`src/hw/rtl/dcu_pkg.sv`:
```
// Shared types, constants and register indexes for the delay-based cwnd update block.
// No dependencies; used by dcu_mul, dcu_div and delay_based_cwnd_update_unit.

package dcu_pkg;

  localparam int FRACTION_BITS_DEF = 16;

  // Divider: widest dividend is alpha*acked*seg*seg (56 bits) or diff << FRACTION_BITS.
  localparam int DIVIDEND_W = 56;
  localparam int DIVISOR_W  = 32;
  localparam int MUL_W      = 32;

  localparam logic [31:0] NS_PER_MS       = 32'd1000000;
  localparam logic [31:0] FIXED_TARGET_NS = 32'd25000000;
  localparam logic [31:0] NS_PER_S        = 32'd1000000000;

  // Target delay modes
  localparam logic [1:0] TGT_BASE     = 2'd0;
  localparam logic [1:0] TGT_BASE_1MS = 2'd1;

  // Request actions
  localparam logic ACT_RTT_SAMPLE = 1'b0;

  // Configuration register indexes
  localparam logic [2:0] CFG_ADDITIVE_GAIN = 3'd0;
  localparam logic [2:0] CFG_DECREASE_GAIN = 3'd1;
  localparam logic [2:0] CFG_TARGET_MODE   = 3'd2;
  localparam logic [2:0] CFG_MAX_DECREASE  = 3'd3;
  localparam logic [2:0] CFG_SEGMENT_BYTES = 3'd4;
  localparam logic [2:0] CFG_MIN_WINDOW    = 3'd5;
  localparam logic [2:0] CFG_MAX_WINDOW    = 3'd6;
  localparam logic [2:0] CFG_MAX_PACING    = 3'd7;

  typedef struct packed {
    logic        action;
    logic [31:0] rtt_sample_ns;
    logic [31:0] last_rtt_ns;
    logic [15:0] acked_segments;
    logic [31:0] window_bytes;
    logic        decrease_allowed;
  } in_req_t;

  typedef struct packed {
    logic [31:0] new_window_bytes;
    logic [36:0] pacing_bps;
    logic        decrease_mark;
    logic [31:0] base_rtt_ns;
  } out_rsp_t;

  typedef struct packed {
    logic                  start;
    logic [DIVIDEND_W-1:0] dividend;
    logic [DIVISOR_W-1:0]  divisor;
  } div_req_t;

  typedef struct packed {
    logic                  done;
    logic [DIVIDEND_W-1:0] quotient;
  } div_rsp_t;

endpackage

```
`src/hw/rtl/dcu_mul.sv`:
```
// Shared 32x32 multiplier with a registered 64-bit product.
// Depends on dcu_pkg.

module dcu_mul (
  input  logic                     clk_i,
  input  logic [dcu_pkg::MUL_W-1:0] a_i,
  input  logic [dcu_pkg::MUL_W-1:0] b_i,
  output logic [2*dcu_pkg::MUL_W-1:0] p_o
);
  import dcu_pkg::*;

  logic [2*MUL_W-1:0] p_q;

  always_ff @(posedge clk_i) begin
    p_q <= a_i * b_i;
  end

  assign p_o = p_q;

endmodule

```
`src/hw/rtl/dcu_div.sv`:
```
// Serial restoring divider, one quotient bit per cycle.
// Depends on dcu_pkg (div_req_t, div_rsp_t, widths).

module dcu_div (
  input  logic              clk_i,
  input  logic              rst_ni,
  input  dcu_pkg::div_req_t div_req_i,
  output dcu_pkg::div_rsp_t div_rsp_o
);
  import dcu_pkg::*;

  localparam int CNT_W = $clog2(DIVIDEND_W);

  logic                  busy_q, busy_d;
  logic                  done_q, done_d;
  logic [CNT_W-1:0]      cnt_q, cnt_d;
  logic [DIVISOR_W:0]    rem_q, rem_d, rem_sh;
  logic [DIVIDEND_W-1:0] quo_q, quo_d;
  logic [DIVISOR_W-1:0]  dvs_q, dvs_d;
  logic                  ge;

  assign rem_sh = {rem_q[DIVISOR_W-1:0], quo_q[DIVIDEND_W-1]};
  assign ge     = rem_sh >= {1'b0, dvs_q};

  always_comb begin
    busy_d = busy_q;
    done_d = 1'b0;
    cnt_d  = cnt_q;
    rem_d  = rem_q;
    quo_d  = quo_q;
    dvs_d  = dvs_q;
    if (div_req_i.start) begin
      busy_d = 1'b1;
      cnt_d  = '0;
      rem_d  = '0;
      quo_d  = div_req_i.dividend;
      dvs_d  = div_req_i.divisor;
    end else if (busy_q) begin
      rem_d = ge ? rem_sh - {1'b0, dvs_q} : rem_sh;
      quo_d = {quo_q[DIVIDEND_W-2:0], ge};
      cnt_d = cnt_q + 1'b1;
      if (cnt_q == CNT_W'(DIVIDEND_W - 1)) begin
        busy_d = 1'b0;
        done_d = 1'b1;
      end
    end
  end

  always_ff @(posedge clk_i or negedge rst_ni) begin
    if (!rst_ni) begin
      busy_q <= 1'b0;
      done_q <= 1'b0;
      cnt_q  <= '0;
    end else begin
      busy_q <= busy_d;
      done_q <= done_d;
      cnt_q  <= cnt_d;
    end
  end

  always_ff @(posedge clk_i) begin
    rem_q <= rem_d;
    quo_q <= quo_d;
    dvs_q <= dvs_d;
  end

  assign div_rsp_o.done     = done_q;
  assign div_rsp_o.quotient = quo_q;

endmodule

```
`src/hw/rtl/delay_based_cwnd_update_unit.sv`:
```
// Top level of the delay-based congestion window update block.
// Depends on dcu_pkg, dcu_mul (shared multiplier) and dcu_div (serial divider).
//
// Channel | Direction | Handshake               | Payload
// --------+-----------+-------------------------+------------------------------
// in      | input     | in_valid_i / in_stall_o | in_req_i  (dcu_pkg::in_req_t)
// out     | output    | out_valid_o/ out_stall_i| out_rsp_o (dcu_pkg::out_rsp_t)
// cfg     | input     | cfg_valid_i/ cfg_ready_o| cfg_index_i, cfg_data_i
//
// One request at a time. An RTT-sample request goes from S_IDLE straight to
// S_OUT and on into the output register. A window request needs no divider
// pass when the decrease is blocked and no pacing division is due, and at
// most two otherwise (increase quotient or decrease fraction, then the pacing
// rate below one segment); each division is one serial divider pass. Reset
// clears the sequencer, the base RTT (all ones) and the configuration
// registers to their defaults. A finished result waits in the output register
// under out_stall_i while the next request is already accepted; the sequencer
// holds in S_OUT only while that register is full and out_stall_i is set.

module delay_based_cwnd_update_unit #(
  parameter int FRACTION_BITS = dcu_pkg::FRACTION_BITS_DEF
) (
  input  logic              clk_i,
  input  logic              rst_ni,
  input  logic              in_valid_i,
  output logic              in_stall_o,
  input  dcu_pkg::in_req_t  in_req_i,
  output logic              out_valid_o,
  input  logic              out_stall_i,
  output dcu_pkg::out_rsp_t out_rsp_o,
  input  logic              cfg_valid_i,
  output logic              cfg_ready_o,
  input  logic [2:0]        cfg_index_i,
  input  logic [36:0]       cfg_data_i
);
  import dcu_pkg::*;

  localparam logic [FRACTION_BITS:0] ONE_Q = {1'b1, {FRACTION_BITS{1'b0}}};

  typedef enum logic [14:0] {
    S_IDLE   = 15'b000000000000001,
    S_CMP    = 15'b000000000000010,
    S_INC_A  = 15'b000000000000100,
    S_INC_B  = 15'b000000000001000,
    S_INC_C  = 15'b000000000010000,
    S_INC_D  = 15'b000000000100000,
    S_INC_E  = 15'b000000001000000,
    S_ADD    = 15'b000000010000000,
    S_DEC_Q  = 15'b000000100000000,
    S_DEC_F  = 15'b000001000000000,
    S_DEC_W  = 15'b000010000000000,
    S_CLAMP  = 15'b000100000000000,
    S_PACE_M = 15'b001000000000000,
    S_PACE_D = 15'b010000000000000,
    S_OUT    = 15'b100000000000000
  } state_e;

  // configuration
  logic [7:0]  alpha_q, beta_q;
  logic [1:0]  mode_q;
  logic [15:0] mdq_q, seg_cfg_q;
  logic [31:0] min_win_q, max_win_q;
  logic [36:0] max_pace_q;

  // sequencer and datapath
  state_e      state_q, state_d;
  in_req_t     req_q, req_d;
  logic [31:0] min_rtt_q, min_rtt_d;
  logic [15:0] seg_q, seg_d;
  logic [31:0] nw_q, nw_d;
  logic [DIVIDEND_W-1:0] val_q, val_d;
  logic [23:0] p1_q, p1_d;
  logic [36:0] pace_q, pace_d;
  out_rsp_t    out_q, out_d;
  logic        out_valid_q, out_valid_d;

  logic [MUL_W-1:0]   mul_a, mul_b;
  logic [2*MUL_W-1:0] mul_q;
  div_req_t           div_req;
  div_rsp_t           div_rsp;

  logic        accept;
  logic [32:0] target;
  logic        below;
  logic [31:0] diff;
  logic [16+FRACTION_BITS-1:0] mdq_sh;
  logic [FRACTION_BITS:0] v2, one_m_d, factor;
  logic [DIVIDEND_W:0] sum;
  logic [31:0] clamp_lo, clamp;
  logic [31:0] pace_div;

  dcu_mul u_mul (
    .clk_i (clk_i),
    .a_i   (mul_a),
    .b_i   (mul_b),
    .p_o   (mul_q)
  );

  dcu_div u_div (
    .clk_i     (clk_i),
    .rst_ni    (rst_ni),
    .div_req_i (div_req),
    .div_rsp_o (div_rsp)
  );

  assign in_stall_o  = state_q != S_IDLE;
  assign accept      = in_valid_i && !in_stall_o;
  assign cfg_ready_o = 1'b1;
  assign out_valid_o = out_valid_q;
  assign out_rsp_o   = out_q;

  // target delay: the kept base RTT, the base RTT plus 1 ms, or a fixed 25 ms
  always_comb begin
    unique case (mode_q)
      TGT_BASE:     target = {1'b0, min_rtt_q};
      TGT_BASE_1MS: target = {1'b0, min_rtt_q} + {1'b0, NS_PER_MS};
      default:      target = {1'b0, FIXED_TARGET_NS};
    endcase
  end

  assign below = {1'b0, req_q.last_rtt_ns} < target;
  assign diff  = req_q.last_rtt_ns - target[31:0];

  // floor of the largest decrease fraction, then 1 - it; factor is 1 - decrease, never below that
  assign mdq_sh  = {mdq_q, {FRACTION_BITS{1'b0}}};
  assign v2      = ONE_Q - (FRACTION_BITS+1)'(mdq_sh[16+FRACTION_BITS-1:16]);
  assign one_m_d = ONE_Q - mul_q[FRACTION_BITS:0];
  assign factor  = (mul_q < (2*MUL_W)'(ONE_Q) && one_m_d > v2) ? one_m_d : v2;

  assign sum = {1'b0, DIVIDEND_W'(req_q.window_bytes)} + {1'b0, val_q};

  assign clamp_lo = (nw_q < min_win_q) ? min_win_q : nw_q;
  assign clamp    = (clamp_lo > max_win_q) ? max_win_q : clamp_lo;
  assign pace_div = (req_q.last_rtt_ns < NS_PER_MS) ? NS_PER_MS : req_q.last_rtt_ns;

  always_comb begin
    state_d     = state_q;
    req_d       = req_q;
    min_rtt_d   = min_rtt_q;
    seg_d       = seg_q;
    nw_d        = nw_q;
    val_d       = val_q;
    p1_d        = p1_q;
    pace_d      = pace_q;
    out_d       = out_q;
    out_valid_d = out_valid_q;
    mul_a       = '0;
    mul_b       = '0;
    div_req     = '0;

    if (out_valid_q && !out_stall_i) begin
      out_valid_d = 1'b0;
    end

    unique case (state_q)
      S_IDLE: begin
        if (accept) begin
          req_d = in_req_i;
          seg_d = (seg_cfg_q == '0) ? 16'd1 : seg_cfg_q;
          if (in_req_i.action == ACT_RTT_SAMPLE) begin
            // zero means no sample
            if (in_req_i.rtt_sample_ns != '0 && in_req_i.rtt_sample_ns < min_rtt_q) begin
              min_rtt_d = in_req_i.rtt_sample_ns;
            end
            nw_d    = in_req_i.window_bytes;
            pace_d  = '0;
            state_d = S_OUT;
          end else begin
            state_d = S_CMP;
          end
        end
      end
      S_CMP: begin
        if (below) begin
          mul_a   = MUL_W'(req_q.acked_segments);
          mul_b   = MUL_W'(alpha_q);
          state_d = S_INC_A;
        end else if (!req_q.decrease_allowed) begin
          nw_d    = req_q.window_bytes;
          state_d = S_CLAMP;
        end else if (req_q.last_rtt_ns == '0) begin
          // no decrease: beta * 0
          mul_b   = MUL_W'(beta_q);
          state_d = S_DEC_F;
        end else begin
          div_req.start    = 1'b1;
          div_req.dividend = DIVIDEND_W'({diff, {FRACTION_BITS{1'b0}}});
          div_req.divisor  = req_q.last_rtt_ns;
          state_d          = S_DEC_Q;
        end
      end
      S_INC_A: begin
        p1_d = mul_q[23:0];
        if (req_q.window_bytes >= 32'(seg_q)) begin
          mul_a   = MUL_W'(seg_q);
          mul_b   = MUL_W'(seg_q);
          state_d = S_INC_B;
        end else begin
          mul_a   = MUL_W'(mul_q[23:0]);
          mul_b   = MUL_W'(seg_q);
          state_d = S_INC_E;
        end
      end
      S_INC_B: begin
        mul_a   = MUL_W'(p1_q);
        mul_b   = mul_q[MUL_W-1:0];
        state_d = S_INC_C;
      end
      S_INC_C: begin
        div_req.start    = 1'b1;
        div_req.dividend = mul_q[DIVIDEND_W-1:0];
        div_req.divisor  = req_q.window_bytes;
        state_d          = S_INC_D;
      end
      S_INC_D: begin
        if (div_rsp.done) begin
          val_d   = div_rsp.quotient;
          state_d = S_ADD;
        end
      end
      S_INC_E: begin
        val_d   = mul_q[DIVIDEND_W-1:0];
        state_d = S_ADD;
      end
      S_ADD: begin
        nw_d    = (|sum[DIVIDEND_W:32]) ? '1 : sum[31:0];
        state_d = S_CLAMP;
      end
      S_DEC_Q: begin
        if (div_rsp.done) begin
          mul_a   = MUL_W'(div_rsp.quotient[FRACTION_BITS:0]);
          mul_b   = MUL_W'(beta_q);
          state_d = S_DEC_F;
        end
      end
      S_DEC_F: begin
        mul_a   = MUL_W'(factor);
        mul_b   = req_q.window_bytes;
        state_d = S_DEC_W;
      end
      S_DEC_W: begin
        nw_d    = mul_q[FRACTION_BITS+31:FRACTION_BITS];
        state_d = S_CLAMP;
      end
      S_CLAMP: begin
        // upper clamp applied last so it wins when min > max
        nw_d = clamp;
        if (clamp < 32'(seg_q)) begin
          mul_a   = MUL_W'(clamp[15:0]);
          mul_b   = NS_PER_S;
          state_d = S_PACE_M;
        end else begin
          pace_d  = max_pace_q;
          state_d = S_OUT;
        end
      end
      S_PACE_M: begin
        div_req.start    = 1'b1;
        div_req.dividend = {mul_q[DIVIDEND_W-4:0], 3'b000};
        div_req.divisor  = pace_div;
        state_d          = S_PACE_D;
      end
      S_PACE_D: begin
        if (div_rsp.done) begin
          pace_d  = div_rsp.quotient[36:0];
          state_d = S_OUT;
        end
      end
      S_OUT: begin
        if (!out_valid_q || !out_stall_i) begin
          out_d.new_window_bytes = nw_q;
          out_d.pacing_bps       = pace_q;
          out_d.decrease_mark    = (req_q.action != ACT_RTT_SAMPLE) &&
                                   (nw_q <= req_q.window_bytes);
          out_d.base_rtt_ns      = min_rtt_q;
          out_valid_d            = 1'b1;
          state_d                = S_IDLE;
        end
      end
      default: state_d = S_IDLE;
    endcase
  end

  always_ff @(posedge clk_i or negedge rst_ni) begin
    if (!rst_ni) begin
      state_q     <= S_IDLE;
      out_valid_q <= 1'b0;
      min_rtt_q   <= '1;
    end else begin
      state_q     <= state_d;
      out_valid_q <= out_valid_d;
      min_rtt_q   <= min_rtt_d;
    end
  end

  always_ff @(posedge clk_i) begin
    req_q  <= req_d;
    seg_q  <= seg_d;
    nw_q   <= nw_d;
    val_q  <= val_d;
    p1_q   <= p1_d;
    pace_q <= pace_d;
    out_q  <= out_d;
  end

  // configuration registers
  always_ff @(posedge clk_i or negedge rst_ni) begin
    if (!rst_ni) begin
      alpha_q    <= 8'd2;
      beta_q     <= 8'd4;
      mode_q     <= 2'd1;
      mdq_q      <= 16'd32768;
      seg_cfg_q  <= 16'd1448;
      min_win_q  <= 32'd1;
      max_win_q  <= '1;
      max_pace_q <= 37'd100000000000;
    end else if (cfg_valid_i && cfg_ready_o) begin
      unique case (cfg_index_i)
        CFG_ADDITIVE_GAIN: alpha_q    <= cfg_data_i[7:0];
        CFG_DECREASE_GAIN: beta_q     <= cfg_data_i[7:0];
        CFG_TARGET_MODE:   mode_q     <= cfg_data_i[1:0];
        CFG_MAX_DECREASE:  mdq_q      <= cfg_data_i[15:0];
        CFG_SEGMENT_BYTES: seg_cfg_q  <= cfg_data_i[15:0];
        CFG_MIN_WINDOW:    min_win_q  <= cfg_data_i[31:0];
        CFG_MAX_WINDOW:    max_win_q  <= cfg_data_i[31:0];
        CFG_MAX_PACING:    max_pace_q <= cfg_data_i;
        default:           ;
      endcase
    end
  end

endmodule
```
`config.mk`:
```
export PLATFORM = sky130hd
export DESIGN_NAME = delay_based_cwnd_update_unit
export DESIGN_NICKNAME = d
export VERILOG_FILES = /design/src/hw/rtl/dcu_pkg.sv /design/src/hw/rtl/dcu_mul.sv /design/src/hw/rtl/dcu_div.sv /design/src/hw/rtl/delay_based_cwnd_update_unit.sv
export SDC_FILE = /design/constraint.sdc
export NUM_CORES = 2
export LEC_CHECK = 0
export ABC_AREA = 1
export BUFFER_PORTS_ARGS = -buffer_cell sky130_fd_sc_hd__buf_2
export CELL_PAD_IN_SITES_DETAIL_PLACEMENT = 0
export CELL_PAD_IN_SITES_GLOBAL_PLACEMENT = 1
export CORE_AREA = 2 2 396 437
export CTS_CLUSTER_DIAMETER = 120
export DETAILED_ROUTE_END_ITERATION = 10
export DIE_AREA = 0 0 398 439
export PLACE_DENSITY_LB_ADDON = 0.1
export SYNTH_ARGS = -nofsm -noshare
export SYNTH_HDL_FRONTEND = slang
export SYNTH_SLANG_ARGS = --single-unit
```
`constraint.sdc`:
```
create_clock -name clk_i -period 30.5 [get_ports clk_i]
set_input_delay 7.625 -clock clk_i [delete_from_list [all_inputs] [get_ports clk_i]]
set_output_delay 7.625 -clock clk_i [all_outputs]
set_load 0.02 [all_outputs]
```
# Yosys cells after proc, flatten, opt, wreduce, memory -nomap -nowiden
# Cells that the tools add are included.
# op_classes
n_reduce_logical,35
multipliers,1
eq_ne,34
addsub,7
n_mux,59
bitwise,1
shifts,0
n_div,0
n_lt_le_gt_ge,11
# op_table
operator,n
32-bit 2-to-1 mux,9
89-bit 2-to-1 mux,3
89-bit one-hot mux with 3 select lines,1
15-bit one-hot mux with 14 select lines,1
32-bit one-hot mux with 6 select lines,1
56-bit 2-to-1 mux,3
32-bit one-hot mux with 5 select lines,1
37-bit 2-to-1 mux,4
24-bit one-hot mux with 6 select lines,1
56-bit one-hot mux with 2 select lines,1
37-bit one-hot mux with 3 select lines,1
15-bit 2-to-1 mux,7
33-bit one-hot mux with 2 select lines,1
32-bit < comparator,2
"64-bit by 17-bit < comparator with 1-bit output, second input constant",1
32-bit subtractor,2
32-bit by 56-bit adder with 57-bit output,1
24-bit by 32-bit multiplier with 56-bit output,1
17-bit 2-to-1 mux,2
"32-bit by 20-bit adder with 33-bit output, second input constant",1
33-bit by 32-bit greater-or-equal comparator with 1-bit output,1
32-bit by 33-bit < comparator with 1-bit output,1
32-bit by 16-bit greater-or-equal comparator with 1-bit output,1
32-bit > comparator,1
other kinds (56),100
# totals
output_inout_bits,105
mem_bits_rw,0
elab_cells,180
romBits,0
latch_bits,0
mem_count,0
ff_bits,740

# Logic depth before layout (Yosys ltp)
# logic_depth
depth_word,8
ltp_mapped,75
ltp_nobuf,69

# Hierarchy
# A second synthesis with hierarchy kept.
# hier_totals
hier_cells,10365
area_unflattened_um2,80392.1
# modules_own_cells
module,n_inst,area_per_inst_um2,seq_area_each_um2,cells_per_inst
dcu_mul,1,37614.8,1281.2,5087
delay_based_cwnd_update_unit,1,34845.9,15572.4,4182
dcu_div,1,7931.4,3483.3,1096

# Worst setup path before layout
# Ideal clock, no wire load.
# synth_timing
kind,input port to flip-flop
startpoint,input port out_stall_i
endpoint,"register out_q, in the netlist out_rsp_o[0], enable pin"
slack_ns,17.965
n_path_buf,0
required_time_ns,29.936
setup_ns,0.564
cell_stages,3
t_arrival_ns,11.972
path_cell_list,nand2_1 inv_1 nor2_1
# synth_between
elab_chain_cells,3
# synth_lines
item,line_no,source
"start, declared",delay_based_cwnd_update_unit.sv:29,"input logic out_stall_i,"
1-bit zero test,delay_based_cwnd_update_unit.sv:270,if (!out_valid_q || !out_stall_i) begin
1-bit logical OR,delay_based_cwnd_update_unit.sv:270,
2-bit AND reduction (no source line),--,
"end signal, assigned",delay_based_cwnd_update_unit.sv:303,out_q <= out_d;
"end, declared",delay_based_cwnd_update_unit.sv:74,"out_rsp_t out_q, out_d;"
# No other way between the ends.
# A chain may end at the register's enable or synchronous reset.

# Worst setup path after layout
# layout_timing
startpoint,register nw_q[3]
endpoint,register u_mul.p_q[55] (netlist: u_mul.p_o[55])
# layout_between
elab_chain_cells,8
# layout_lines
item,line_no,source
"start, declared",delay_based_cwnd_update_unit.sv:70,"logic [31:0] nw_q, nw_d;"
"start signal, assigned",delay_based_cwnd_update_unit.sv:299,nw_q <= nw_d;
32-bit < comparator,delay_based_cwnd_update_unit.sv:132,assign clamp_lo = (nw_q < min_win_q) ? min_win_q : nw_q;
32-bit 2-to-1 mux *,delay_based_cwnd_update_unit.sv:132,
32-bit > comparator,delay_based_cwnd_update_unit.sv:133,assign clamp = (clamp_lo > max_win_q) ? max_win_q : clamp_lo;
32-bit 2-to-1 mux *,delay_based_cwnd_update_unit.sv:133,
32-bit by 16-bit < comparator with 1-bit output,delay_based_cwnd_update_unit.sv:248,if (clamp < 32'(seg_q)) begin
16-bit 2-to-1 mux or 30-bit 2-to-1 mux (tied branches),delay_based_cwnd_update_unit.sv:248,
24-bit one-hot mux with 6 select lines or 32-bit one-hot mux with 6 select lines (tied branches),delay_based_cwnd_update_unit.sv:155,unique case (state_q)
24-bit by 32-bit multiplier with 56-bit output *,dcu_mul.sv:15,p_q <= a_i * b_i;
"end signal, assigned",dcu_mul.sv:15,
"end, declared",dcu_mul.sv:12,logic [2*MUL_W-1:0] p_q;
# Mark *: on every way between the ends. The rest lies on a longest branch, timed or not.

==> run metrics <==
hold_buf cts 0; Hold Vio Cnt, Final 0; critical path class flip-flop to flip-flop; Slew @ Worst Pin 1.445 ns; Slew Viols, Final 0; IO Port Bufs 262; unrepaired setup endpoints after global routing false; Sw Share 42.04%; cts repair resizes 0; total wire length 274800 um; Comb power frac 38.0%; most used cell, CP nand2_1; drt pass-1 iters 6; Synth Flop Type edfxtp_1; worst path required time 31.08 ns; endpoint type of the worst setup path flip-flop; vias 57320; gr usage total 31.31%; Levels on crit path 52; Reg clk slew, reported paths 0.06 ns; clock root cell clkbuf_16; synthesized area per cell 8.355 um^2; worst hold-check path type flip-flop to flip-flop; Startpoint Class flip-flop; Initial Utilization 39.78%; Core ar. 170100 um^2; setup bufs post-CTS 0; sw power 0.001843 W; Die W 398 um; CP Data Arrival Time 14.72 ns; total power 0.004383 W; worst path buffer plus inverter count 8; initial antenna violation count 12; first-pass GRT wire length 398600 um; R2R cell count 52; Post-DRT Antenna Nets 0; Mapped Nets 9374; biggest area consumer among synthesized cells fa_1; Worst Path Max Fanout 63; H-tree depth 3; TritonCTS clock tree yes; full die area 174700 um^2; Leak Pwr 35.16 nW; TNS Setup 0 ns; hold depth 0; post-synthesis sequential area ratio 29.82%; Synth-to-Final Area Change 10.04%; largest net degree at the start of global routing 77; vias per cell 5.409; Rel. slew slack 2.764%; wire per inst 25.93 um; Syn Inst Count 8098; Post-synth ARST share 28.28%; Int Power 0.002541 W; clock power share 25.8%; Num CTS Buffers 89; fin crit share 46.35%; Rows 159; post-synth top area share 19.56%; deepest clock path buffer count 3; top post-synthesis cells by area fa_1 (20%), edfxtp_1 (19%), nand2_1 (9.5%); TritonCTS Sinks 732; Critical Path Max Stage Delay 0.94 ns; RePlAce Congestion 0.9597; share of layout cells above drive strength 1 8.684%; Nets 9536; Initial DRC Count 4933; worst-case clock skew 0.08334 ns; Power Dens Cells 58.87 nW/um^2; DP HPWL 220400 um; Peak VDD IR 0.04913 mV; Synthesis Warnings 0; Post-Synthesis Cell Area 67660 um^2; post-layout min period 14.14 ns; Flop pwr share 36.2%; EDFF count, synth 437; Clock Latency Late Sink 0.77 ns; Max-Cap Viols 0; CP max stage cell nand2_1; final setup fails 0; die height 439 um; Netlist cell types 75; Post-route DRC 0; Worst path top cell family by delay simple AND/OR/NAND/NOR gates; grt ovf 0; IO Pins 264; Seq cells post-synth 732; Fmax 0.07073 GHz; vias in the first global route 57960; status finished, final reports clean
## cells by family after synthesis
logic type      after synthesis  synth area share, %
compound gates             1389                11.74
xor+xnor                    177                2.291
fa+ha+maj                  1117                27.99
buf+inv                    1967                11.39
flops                       732                29.82
other cells                   1             0.005543
simple gates               2715                16.77
## synthesized netlist by cell type (61+ instances only)
cell	n
nand3_1	247
dfstp_2	90
inv_1	1631
nor4_1	62
fa_1	661
buf_2	67
dfrtp_1	117
nor2_1	471
o21ai_0	434
clkbuf_1	181
a21oi_1	503
dfxtp_1	88
edfxtp_1	437
nand4_1	61
nand2_1	1715
xnor2_1	73
xor2_1	104
nor3_1	90
o22ai_1	108
ha_1	456
## power by group through the flow
stage	Clock (W)	Sequential (W)	Combinational, W
after floorplan	0	0.00155	0.00113
after global placement	0	0.00160	0.00165
after detailed placement	0	0.00160	0.00166
after CTS	0.00115	0.00158	0.00167
after global routing	0.00118	0.00161	0.00186
final	0.00113	0.00159	0.00167
## sequential cells by signal, indices dropped and copies added (netlist names), 24 cells and up
| register | flops |
|---|---|
| out_rsp_o | 102 |
| req_q | 82 |
| u_div.quo_q | 56 |
| u_mul.p_o | 56 |
| val_q | 56 |
| max_pace_q | 37 |
| pace_q | 37 |
| max_win_q | 32 |
| min_rtt_q | 32 |
| min_win_q | 32 |
| nw_q | 32 |
| u_div.dvs_q | 32 |
| u_div.rem_q | 32 |
| p1_q | 24 |
## layout by cell type (no fill, tap or decap), types with 91 or more instances in the layout
cell type | Yosys | final
nand2_1 | 1715 | 1711
inv_1 | 1631 | 1628
fa_1 | 661 | 661
a21oi_1 | 503 | 502
nor2_1 | 471 | 466
ha_1 | 456 | 456
edfxtp_1 | 437 | 437
o21ai_0 | 434 | 433
buf_2 | 67 | 261
nand3_1 | 247 | 246
dfrtp_1 | 117 | 117
buf_4 | 34 | 113
xor2_1 | 104 | 104
o22ai_1 | 108 | 103
clkbuf_16 | 0 | 91
## area by class of cell
| cell class | instances | area, um^2 |
|---|---|---|
| fill | 17250 | 95640 |
| multi-input combinational | 5399 | 39940 |
| sequential | 732 | 20180 |
| inverter | 1663 | 6245 |
| tap | 2254 | 2820 |
| clock buffer | 132 | 2571 |
| timing repair buffer | 375 | 2170 |
| clock inverter | 36 | 514.2 |
| antenna | 7 | 17.52 |
## per-layer routing
layer / global-route usage (%) / up-vias / share of wire (%)
li1: - / 26200 / -
met1: 40.07 / 28650 / 41
met2: 53.54 / 2029 / 49
met3: 4.276 / 439 / 6.2
met4: 11.96 / 6 / 4.1
met5: 0 / - / 0.015
## path summary, 6_finish.rpt
kind / endpoint / startpoint / slack, ns
max in group asynchronous: max_pace_q[29] / rst_ni / 21.27
min in group asynchronous: state_q[4] / rst_ni / 6.90
setup reg to reg: u_mul.p_o[55] / nw_q[3] / 16.36
hold / removal: out_rsp_o[68] / pace_q[35] / 0.42
setup / recovery: u_mul.p_o[55] / nw_q[3] / 16.36
hold reg to reg: out_rsp_o[68] / pace_q[35] / 0.42
## metrics by stage
| stage | worst slack [ns] | hold WS, ns | instance area (um^2) | instances | utilization [%] |
|---|---|---|---|---|---|
| after floorplan | 17.96 | 0.4003 | 67660 | 8098 | - |
| after global placement | 16.63 | 0.4001 | 71350 | 10420 | 41.95 |
| after detailed placement | 16.61 | 0.4045 | 71350 | 10420 | 41.95 |
| after CTS | 16.53 | 0.4179 | 74440 | 10590 | 43.76 |
| after global routing | 15.42 | 0.4213 | 74450 | 10600 | 43.77 |
| final | 16.36 | 0.4177 | 74450 | 10600 | 43.77 |
(Power assumes the default switching activity.)
